**src/design/spq_pkg.sv**
```systemverilog
// Shared types, widths and codes of the sorted priority queue.
// No dependencies; every other file of the block uses it.
package spq_pkg;

  localparam int unsigned CAPACITY_DEF = 8;
  localparam int unsigned VAL_W        = 32;
  localparam int unsigned PRI_W        = 8;
  localparam int unsigned OCC_W        = 4;

  localparam logic KIND_ENQ = 1'b0;
  localparam logic KIND_DEQ = 1'b1;

  typedef enum logic [1:0] {
    ST_DONE  = 2'd0,
    ST_FULL  = 2'd1,
    ST_EMPTY = 2'd2
  } status_e;

  // controller -> datapath commands
  typedef struct packed {
    logic load;  // capture the accepted request
    logic exec;  // apply the operation and load the response register
  } spq_cmd_t;

endpackage

```
**src/design/spq_if.sv**
```systemverilog
// Request and response channel interfaces of the sorted priority queue.
// Depends on spq_pkg for field widths.
interface spq_req_if;
  logic                             valid;
  logic                             ready;
  logic                             kind;
  logic signed [spq_pkg::VAL_W-1:0] value;
  logic        [spq_pkg::PRI_W-1:0] priority_req;

  modport source (output valid, kind, value, priority_req, input ready);
  modport sink   (input valid, kind, value, priority_req, output ready);
endinterface

interface spq_rsp_if;
  logic                             valid;
  logic                             ready;
  logic                      [1:0]  status;
  logic signed [spq_pkg::VAL_W-1:0] removed_value;
  logic        [spq_pkg::OCC_W-1:0] occupancy;

  modport source (output valid, status, removed_value, occupancy, input ready);
  modport sink   (input valid, status, removed_value, occupancy, output ready);
endinterface

```
**src/design/spq_ctrl.sv**
```systemverilog
// Controller of the sorted priority queue: request/response handshake FSM.
// Depends on spq_pkg.
module spq_ctrl (
  input  logic              clk_i,
  input  logic              rst_ni,
  input  logic              req_valid_i,
  output logic              req_ready_o,
  output logic              rsp_valid_o,
  input  logic              rsp_ready_i,
  output spq_pkg::spq_cmd_t cmd_o
);

  localparam logic S_IDLE = 1'b0;
  localparam logic S_EXEC = 1'b1;

  logic state_q, state_d;
  logic out_valid_q, out_valid_d;
  logic slot_free;

  assign req_ready_o = (state_q == S_IDLE);
  assign rsp_valid_o = out_valid_q;
  assign slot_free   = !out_valid_q || rsp_ready_i;

  always_comb begin
    state_d     = state_q;
    out_valid_d = out_valid_q && !rsp_ready_i;
    cmd_o.load  = 1'b0;
    cmd_o.exec  = 1'b0;
    unique case (state_q)
      S_IDLE: begin
        if (req_valid_i) begin
          cmd_o.load = 1'b1;
          state_d    = S_EXEC;
        end
      end
      S_EXEC: begin
        if (slot_free) begin
          cmd_o.exec  = 1'b1;
          out_valid_d = 1'b1;
          state_d     = S_IDLE;
        end
      end
      default: state_d = S_IDLE;
    endcase
  end

  always_ff @(posedge clk_i or negedge rst_ni) begin
    if (!rst_ni) begin
      state_q     <= S_IDLE;
      out_valid_q <= 1'b0;
    end else begin
      state_q     <= state_d;
      out_valid_q <= out_valid_d;
    end
  end

endmodule

```
**src/design/spq_datapath.sv**
```systemverilog
// Datapath of the sorted priority queue: sorted shift-register slots with a
// per-slot priority compare, fill count and response register. Uses spq_pkg.
module spq_datapath #(
  parameter int unsigned CAPACITY = spq_pkg::CAPACITY_DEF
) (
  input  logic                             clk_i,
  input  logic                             rst_ni,
  input  spq_pkg::spq_cmd_t                cmd_i,
  input  logic                             kind_i,
  input  logic signed [spq_pkg::VAL_W-1:0] value_i,
  input  logic        [spq_pkg::PRI_W-1:0] priority_i,
  output logic                      [1:0]  status_o,
  output logic signed [spq_pkg::VAL_W-1:0] removed_value_o,
  output logic        [spq_pkg::OCC_W-1:0] occupancy_o
);

  localparam int unsigned CNT_W = $clog2(CAPACITY + 1);

  logic                      kind_q;
  logic [spq_pkg::VAL_W-1:0] val_q;
  logic [spq_pkg::PRI_W-1:0] pri_q;

  logic [spq_pkg::VAL_W-1:0] slot_val_q [CAPACITY];
  logic [spq_pkg::PRI_W-1:0] slot_pri_q [CAPACITY];
  logic [spq_pkg::VAL_W-1:0] slot_val_d [CAPACITY];
  logic [spq_pkg::PRI_W-1:0] slot_pri_d [CAPACITY];
  logic [CAPACITY-1:0]       stay;  // slot holds priority >= new one

  logic [CNT_W-1:0] fill_q, fill_d;
  logic             full, empty, write_slots;
  spq_pkg::status_e status_d;
  logic [spq_pkg::VAL_W-1:0] removed_d;

  assign full  = (fill_q == CNT_W'(CAPACITY));
  assign empty = (fill_q == '0);

  for (genvar i = 0; i < CAPACITY; i++) begin : g_slot
    assign stay[i] = (fill_q > CNT_W'(i)) && (slot_pri_q[i] >= pri_q);

    always_comb begin
      slot_val_d[i] = slot_val_q[i];
      slot_pri_d[i] = slot_pri_q[i];
      if (kind_q == spq_pkg::KIND_DEQ) begin
        if (i + 1 < CAPACITY) begin
          slot_val_d[i] = slot_val_q[(i + 1) % CAPACITY];
          slot_pri_d[i] = slot_pri_q[(i + 1) % CAPACITY];
        end
      end else if (!stay[i]) begin
        // first non-staying slot takes the new entry, later ones shift down
        if (i == 0 || stay[(i + CAPACITY - 1) % CAPACITY]) begin
          slot_val_d[i] = val_q;
          slot_pri_d[i] = pri_q;
        end else begin
          slot_val_d[i] = slot_val_q[(i + CAPACITY - 1) % CAPACITY];
          slot_pri_d[i] = slot_pri_q[(i + CAPACITY - 1) % CAPACITY];
        end
      end
    end
  end

  always_comb begin
    fill_d      = fill_q;
    status_d    = spq_pkg::ST_DONE;
    removed_d   = '0;
    write_slots = 1'b0;
    if (kind_q == spq_pkg::KIND_ENQ) begin
      if (full) begin
        status_d = spq_pkg::ST_FULL;
      end else begin
        write_slots = 1'b1;
        fill_d      = fill_q + 1'b1;
      end
    end else begin
      if (empty) begin
        status_d = spq_pkg::ST_EMPTY;
      end else begin
        write_slots = 1'b1;
        removed_d   = slot_val_q[0];
        fill_d      = fill_q - 1'b1;
      end
    end
  end

  always_ff @(posedge clk_i) begin
    if (cmd_i.load) begin
      kind_q <= kind_i;
      val_q  <= value_i;
      pri_q  <= priority_i;
    end
    if (cmd_i.exec) begin
      status_o        <= status_d;
      removed_value_o <= removed_d;
      occupancy_o     <= spq_pkg::OCC_W'(fill_d);
    end
    if (cmd_i.exec && write_slots) begin
      slot_val_q <= slot_val_d;
      slot_pri_q <= slot_pri_d;
    end
  end

  always_ff @(posedge clk_i or negedge rst_ni) begin
    if (!rst_ni) begin
      fill_q <= '0;
    end else if (cmd_i.exec) begin
      fill_q <= fill_d;
    end
  end

endmodule

```
**src/design/sorted_priority_queue_unit.sv**
```systemverilog
// Top level of the sorted priority queue: controller plus datapath.
// Depends on spq_pkg, spq_if, spq_ctrl and spq_datapath.
//
//  channel | dir | handshake   | payload
//  --------+-----+-------------+-----------------------------------------
//  req_i   | in  | valid/ready | kind, value, priority_req
//  rsp_o   | out | valid/ready | status, removed_value, occupancy
//
// The controller accepts each request, then sorts it into the shift-register
// slots (every slot compares against the new priority at once).
// The response sits in an output register: the next request is accepted
// while a response waits, and execution holds until that register frees.
// Reset clears the fill count and handshake state; slot contents are left
// as they are, and only slots below the fill count are ever read.
module sorted_priority_queue_unit #(
  parameter int unsigned CAPACITY = spq_pkg::CAPACITY_DEF
) (
  input  logic      clk_i,
  input  logic      rst_ni,
  spq_req_if.sink   req_i,
  spq_rsp_if.source rsp_o
);

  spq_pkg::spq_cmd_t cmd;
  logic              req_ready, rsp_valid;

  spq_ctrl u_ctrl (
    .clk_i       (clk_i),
    .rst_ni      (rst_ni),
    .req_valid_i (req_i.valid),
    .req_ready_o (req_ready),
    .rsp_valid_o (rsp_valid),
    .rsp_ready_i (rsp_o.ready),
    .cmd_o       (cmd)
  );

  // datapath carries the sorted slots and drives the response payload
  spq_datapath #(
    .CAPACITY (CAPACITY)
  ) u_dp (
    .clk_i           (clk_i),
    .rst_ni          (rst_ni),
    .cmd_i           (cmd),
    .kind_i          (req_i.kind),
    .value_i         (req_i.value),
    .priority_i      (req_i.priority_req),
    .status_o        (rsp_o.status),
    .removed_value_o (rsp_o.removed_value),
    .occupancy_o     (rsp_o.occupancy)
  );

  assign req_i.ready = req_ready;
  assign rsp_o.valid = rsp_valid;

endmodule

```
**src/flat_wrapper.sv**
```systemverilog
// flat-port wrapper written by rule: the top's interface ports become plain ports
module sorted_priority_queue_unit_flat 
#(
  parameter int unsigned CAPACITY = spq_pkg::CAPACITY_DEF
)
  (clk_i, rst_ni, req_i_valid, req_i_kind, req_i_value, req_i_priority_req, req_i_ready, rsp_o_valid, rsp_o_status, rsp_o_removed_value, rsp_o_occupancy, rsp_o_ready);
  spq_req_if req_i_i ();
  spq_rsp_if rsp_o_i ();
  input  logic clk_i;
  input  logic rst_ni;
  input wire logic [$bits(req_i_i.valid)-1:0] req_i_valid;
  input wire logic [$bits(req_i_i.kind)-1:0] req_i_kind;
  input wire logic [$bits(req_i_i.value)-1:0] req_i_value;
  input wire logic [$bits(req_i_i.priority_req)-1:0] req_i_priority_req;
  output wire logic [$bits(req_i_i.ready)-1:0] req_i_ready;
  output wire logic [$bits(rsp_o_i.valid)-1:0] rsp_o_valid;
  output wire logic [$bits(rsp_o_i.status)-1:0] rsp_o_status;
  output wire logic [$bits(rsp_o_i.removed_value)-1:0] rsp_o_removed_value;
  output wire logic [$bits(rsp_o_i.occupancy)-1:0] rsp_o_occupancy;
  input wire logic [$bits(rsp_o_i.ready)-1:0] rsp_o_ready;
  assign req_i_i.valid = req_i_valid;
  assign req_i_i.kind = req_i_kind;
  assign req_i_i.value = req_i_value;
  assign req_i_i.priority_req = req_i_priority_req;
  assign req_i_ready = req_i_i.ready;
  assign rsp_o_valid = rsp_o_i.valid;
  assign rsp_o_status = rsp_o_i.status;
  assign rsp_o_removed_value = rsp_o_i.removed_value;
  assign rsp_o_occupancy = rsp_o_i.occupancy;
  assign rsp_o_i.ready = rsp_o_ready;
  sorted_priority_queue_unit #(.CAPACITY(CAPACITY)) u_core (.clk_i(clk_i), .rst_ni(rst_ni), .req_i(req_i_i), .rsp_o(rsp_o_i));
endmodule
```
**config.mk**
```make
export PLATFORM = sky130hd
export DESIGN_NAME = sorted_priority_queue_unit_flat
export DESIGN_NICKNAME = d
export VERILOG_FILES = /design/src/design/spq_pkg.sv /design/src/design/spq_if.sv /design/src/design/spq_ctrl.sv /design/src/design/spq_datapath.sv /design/src/design/sorted_priority_queue_unit.sv /design/src/flat_wrapper.sv
export SDC_FILE = /design/constraint.sdc
export NUM_CORES = 1
export LEC_CHECK = 0
export ABC_AREA = 1
export BUFFER_PORTS_ARGS = -buffer_cell sky130_fd_sc_hd__buf_2
export CELL_PAD_IN_SITES_DETAIL_PLACEMENT = 1
export CELL_PAD_IN_SITES_GLOBAL_PLACEMENT = 2
export CORE_MARGIN = 10
export CORE_UTILIZATION = 40
export CTS_BUF_LIST = sky130_fd_sc_hd__clkbuf_8
export CTS_CLUSTER_DIAMETER = 200
export DETAILED_ROUTE_END_ITERATION = 8
export GPL_TIMING_DRIVEN = 0
export PLACE_DENSITY_LB_ADDON = 0.1
export SLEW_MARGIN = 20
export SYNTH_ARGS = -nofsm -noshare
export SYNTH_HDL_FRONTEND = slang
export SYNTH_HIERARCHICAL = 1
export SYNTH_SLANG_ARGS = --single-unit
```
**constraint.sdc**
```tcl
create_clock -name clk_i -period 5.7 [get_ports clk_i]
set_clock_uncertainty 0.15 [all_clocks]
set_input_delay 0.57 -clock clk_i [delete_from_list [all_inputs] [get_ports clk_i]]
set_output_delay 0.57 -clock clk_i [all_outputs]
set_load 0.1 [all_outputs]
```
======== Yosys cells after proc, flatten, opt, wreduce, memory -nomap -nowiden ========
Cells that the tools add are included.
cells by class
  $add $sub $neg .......................... 2
  $lt $le $gt $ge ......................... 16
  eq/ne operators ......................... 8
  mux-type cells .......................... 59
  bitwise logic cells ..................... 3
  reduce and logical (&&, ||, !) cells .... 23
operator list
  kind                                                                             count
  32-bit 2-to-1 mux                                                                21
  8-bit 2-to-1 mux                                                                 21
  8-bit >= comparator                                                              8
  4-bit by 3-bit greater-than comparator with 1-bit output, second input constant  4
  2-bit != test, second input constant                                             7
  2-bit AND reduction                                                              7
  4-bit 2-to-1 mux                                                                 3
  1-bit 2-to-1 mux                                                                 11
  1-bit logical AND                                                                10
  4-bit by 1-bit greater-than comparator with 1-bit output, second input constant  2
  4-bit by 2-bit greater-than comparator with 1-bit output, second input constant  2
  4-bit by 1-bit adder with 4-bit output, second input constant                    1
  4-bit equality test, second input constant                                       1
  4-bit logical NOT                                                                1
  2-bit 2-to-1 mux                                                                 2
  4-bit by 1-bit subtractor with 4-bit output, second input constant               1
  1-bit NOT                                                                        3
  3-bit AND reduction                                                              1
  1-bit logical NOT                                                                2
  1-bit case mux with 2 select lines                                               1
  2-bit OR reduction                                                               1
  1-bit logical OR                                                                 1
word-level totals
  register bits after elaboration ......... 405
  bits of input ports ..................... 45
  output and inout bits ................... 40
  logic and storage cells ................. 136

======== Longest topological paths before layout ========
  word-level depth ........................ 6
  mapped depth ............................ 14
  depth with buffers taken out ............ 13

======== Cells and area by module ========
Netlist, hierarchy kept.
modules (own cells, without submodules)
  module        instances  cells each  area an instance (sq um)  seq. area each (sq um)
  spq_datapath  1          2513        21570.7                   12081.6
  spq_ctrl      1          11          92.6                      50.0

======== Worst setup path after synthesis ========
OpenSTA, ideal clock, no wires.
  path type ............................... reg-to-reg
  start ................................... register u_core.u_ctrl.out_valid_q, in the netlist u_core/u_ctrl/rsp_valid_o
  end ..................................... register u_core/u_dp/slot_pri_q[0] in the netlist's numbering, enable pin
  setup time .............................. 0.451 ns
  arrival ................................. 4.652 ns
  required time ........................... 5.099 ns
  path slack .............................. 0.447 ns
  cell stages (with the launch flop) ...... 6
  path buffers ............................ 0
  clock period less this slack ............ 5.253 ns
  cell sequence ........................... dfrtp_1 > a21oi_2 > inv_1 > nor2_2 > nand2_1 > a21oi_1
RTL lines
  element                   line                text
  start: declaration        spq_ctrl.sv:17      logic out_valid_q, out_valid_d;
  start signal: assignment  spq_ctrl.sv:53      out_valid_q <= out_valid_d;
  end signal: assignment    spq_datapath.sv:97  slot_pri_q <= slot_pri_d;
  end: declaration          spq_datapath.sv:24  logic [spq_pkg::PRI_W-1:0] slot_pri_q [CAPACITY];

======== Worst setup path after layout ========
  start ................................... register u_core/u_dp/pri_q[3] in the netlist's numbering
  end ..................................... register u_core/u_dp/slot_pri_q[52] in the netlist's numbering, enable pin
on the way
  word-level cells in the longest chain between the ends .. 4
ends and longest elaborated chain
  element                               line                text
  start: declaration                    spq_datapath.sv:21  logic [spq_pkg::PRI_W-1:0] pri_q;
  start signal: assignment              spq_datapath.sv:88  pri_q <= priority_i;
  8-bit >= comparator                   spq_datapath.sv:38  assign stay[i] = (fill_q > CNT_W'(i)) && (slot_pri_q[i] >= pri_q);
  1-bit logical AND                     spq_datapath.sv:38
  2-bit != test (no source line)        --
  2-bit AND reduction (no source line)  --
No other way between the ends.
A chain may end at the register's enable or synchronous reset.

==> results.cfg <==
[worst_hold_path]
hold_path.class = in2reg

[cts]
clock-sinks = 405
post_cts_resized = 0
cts_tree = built
cts_inserted_buffers = 77
clockBufferDepth = 3
clk_pin_slew_worst_paths_ns = 0.06
htreeDepth = 3
clock-root-buffer = clkbuf_8
worstSkewPairLatency_ns = 0.66

[sta]
maxSlewViolCount = 0
hold_violations = 0
worstMarginPinSlew_ns = 0.7879
fin_ws_ns = 1.446
rsz0062_at_grt = no
setup_violations = 0
fmax_mhz = 235.1
period_minus_slack_ns = 4.254
whs_ns = 0.1015
fin_crit_sh_pct = 74.64
tns_ns = 0
max_slew_margin_pct = 47.15

[routing]
first_pass_iters = 5
final_antenna_net_count = 0
route.detailed.drc = 0
post_drt_via_cell_ratio = 5.015
drt_iter0_drc = 1134
drt-total-wl_um = 70600
wire_per_inst_um = 20.18
num_vias = 17550

[floorplan]
rows = 85
core-area_um2 = 53710
die_y_um = 252.7
fp.dieArea_um2 = 63870
ios = 85
die_width_um = 252.7
start_util_pct = 40.34

[logic_synthesis]
synth_cell_types = 30
yosysSeqAreaShare_pct = 56.00
ys_top_cells_by_count = nand2_1 (892), nand3_1 (494), edfxtp_1 (399), inv_1 (317), o21ai_0 (89)
yosys.cell_count.top_type = nand2_1
synth-edff-count = 399
netlist_area_um2 = 21660
ys_ff_latch = 405
synth.area.top_cells = edfxtp_1 (55%), nand2_1 (15%), nand3_1 (11%)
synthCells = 2524
yosys.area.top_type_share_pct = 55.31
synth_area_leader_cell = edfxtp_1
synth_warnings = 6
ys.flop_type = edfxtp_1
syn-num-nets = 2637
synth-async-reset-ratio_pct = 1.481
syn-mean-instance-area_um2 = 8.583

[cells_and_area]
post-route-cell-area_um2 = 25060
area_growth_pct = 15.66
drive_gt1_share_pct = 10.17
nNetsFinal = 2854
fin_cells = 3499
fill_cells = 6389

[placement]
portBuffers = 84
gp_congestion = 0.8168
place_ws_ns = 1.405
placed_cell_area_um2 = 23230
dpl.cell_count = 3315
dpl.hpwl_um = 52820

[global_routing]
antenna_found_initial = 2
grt_pass1_vias = 18720
grt_pass1_wl_um = 109500
grt_overflow_total = 0
grt_usage_pct = 22.18
grt_max_degree = 42

[worst_setup_path]
cp.arrival_ns = 4.44
crit_path_end_kind = flop
cp_data_required_time_ns = 5.88
crit_type = reg2reg
startpoint_type = flop
cp_max_fo = 21

[run_status]
status = finished clean

[power_and_ir_drop]
cellLeakagePower_nw = 11.72
pwr_density_cell_nw_per_um2 = 467.2
vdd_ir_drop_max_mv = 0.1839

[run]
cap_violations = 0
[cells by family (layout without fill, tap and decap cells)]
kind of cell	after synthesis	after routing	share of synthesized area (%)
AOI/OAI and AO/OA	127	127	3.171
xor gates and xnor gates	1	1	0.04044
adders and majority gates	68	68	3.927
buffers and inverters	474	752	8.750
DFF	405	405	56.00
other	0	1	0
and+or+nand+nor	1449	1449	28.11
[state kept, by name (all words and copies together) (netlist names), 2 cells and up]
name / count
u_core/u_dp/status_o: 2
u_core/u_dp/val_q: 32
u_core/u_dp/slot_pri_q: 64
u_core/u_dp/slot_val_q: 256
u_core/u_dp/pri_q: 8
u_core/u_dp/occupancy_o: 4
u_core/u_dp/fill_q: 4
u_core/u_dp/removed_value_o: 32
[through the flow]
step | utilization [%] | total power [mW]
5_1_grt | 46.65 | 12.51
3_3_place_gp | 42.74 | 8.845
3_5_place_dp | 43.25 | 9.074
6_report | 46.65 | 11.71
2_1_floorplan | - | 7.499
4_1_cts | 46.65 | 11.82
[repair_timing]
| item | in CTS | in global routing |
|---|---|---|
| endpoints found under the setup margin | 0 | 0 |
| hold endpoints to repair | 48 | 0 |
| setup buffers | 0 | 0 |
| hold buffers | 43 | 0 |
[layout by cell type (no fill, tap or decap), types with 5 or more instances in the layout]
master,instances
a21oi_1,18
buf_1,12
buf_12,7
buf_2,153
clkbuf_1,61
clkbuf_8,82
clkinv_1,26
clkinv_2,8
dfrtp_1,6
dlygate4sd3_1,43
edfxtp_1,399
ha_1,68
inv_1,336
inv_2,11
nand2_1,892
nand3_1,494
nor2_1,52
o21a_1,6
o21ai_0,89
o21ai_1,5
[power breakdown]
group          leakage [nW]  switching (mW)  total [mW]  internal [mW]
Sequential             3.83           0.314        4.55           4.23
Combinational          7.08            3.31        4.49           1.18
Clock                 0.815            1.30        2.67           1.37
[critical path, cell delays in order, from the launching register on]
cell      delay (ns)
edfxtp_1        0.32
clkinv_1        0.60
ha_1            0.57
a21oi_1         0.16
nand2_1         0.07
nand2_1         0.05
nand3_1         0.44
nand2_1         0.44
buf_2           0.32
o21ai_1         0.11
inv_2           0.45
buf_12          0.26
[layer usage]
metal | track usage, % | share of wire [%] | routed length, µm | vias up
li1 | - | - | - | 8725
met1 | 29.67 | 47 | 33050 | 8360
met2 | 35.96 | 46 | 32260 | 375
met3 | 4.102 | 5.3 | 3770 | 89
met4 | 6.693 | 2.2 | 1526 | 0
met5 | 0 | 0 | 0 | -
[layout make-up]
class	instances	area (µm²)	share of cell area [%]
diodes	1	2.502	0.009987
flip-flops and latches	405	12130	48.42
multi-input cells	1645	7655	30.55
well taps	696	870.8	3.475
plain buffers	146	664.4	2.652
inverters	328	1234	4.924
clock buffers	82	1129	4.504
repair buffers	138	1101	4.394
clock inverters	58	269.0	1.074
[final timing paths]
kind	start	endpoint	slack (ns)	cells after the start
max	u_core/u_dp/pri_q[3]	u_core/u_dp/slot_pri_q[52]	1.45	11
min	rsp_o_ready	u_core/u_ctrl/state_q	0.10	4
max reg2reg	u_core/u_dp/pri_q[3]	u_core/u_dp/slot_pri_q[52]	1.45	11
min reg2reg	u_core/u_dp/slot_val_q[19]	u_core/u_dp/slot_val_q[51]	0.35	2
max in group asynchronous	rst_ni	u_core/u_dp/fill_q[1]	5.07	2
min in group asynchronous	rst_ni	u_core/u_dp/fill_q[2]	0.15	2
No activity file was read; power rests on OpenSTA's default activity.
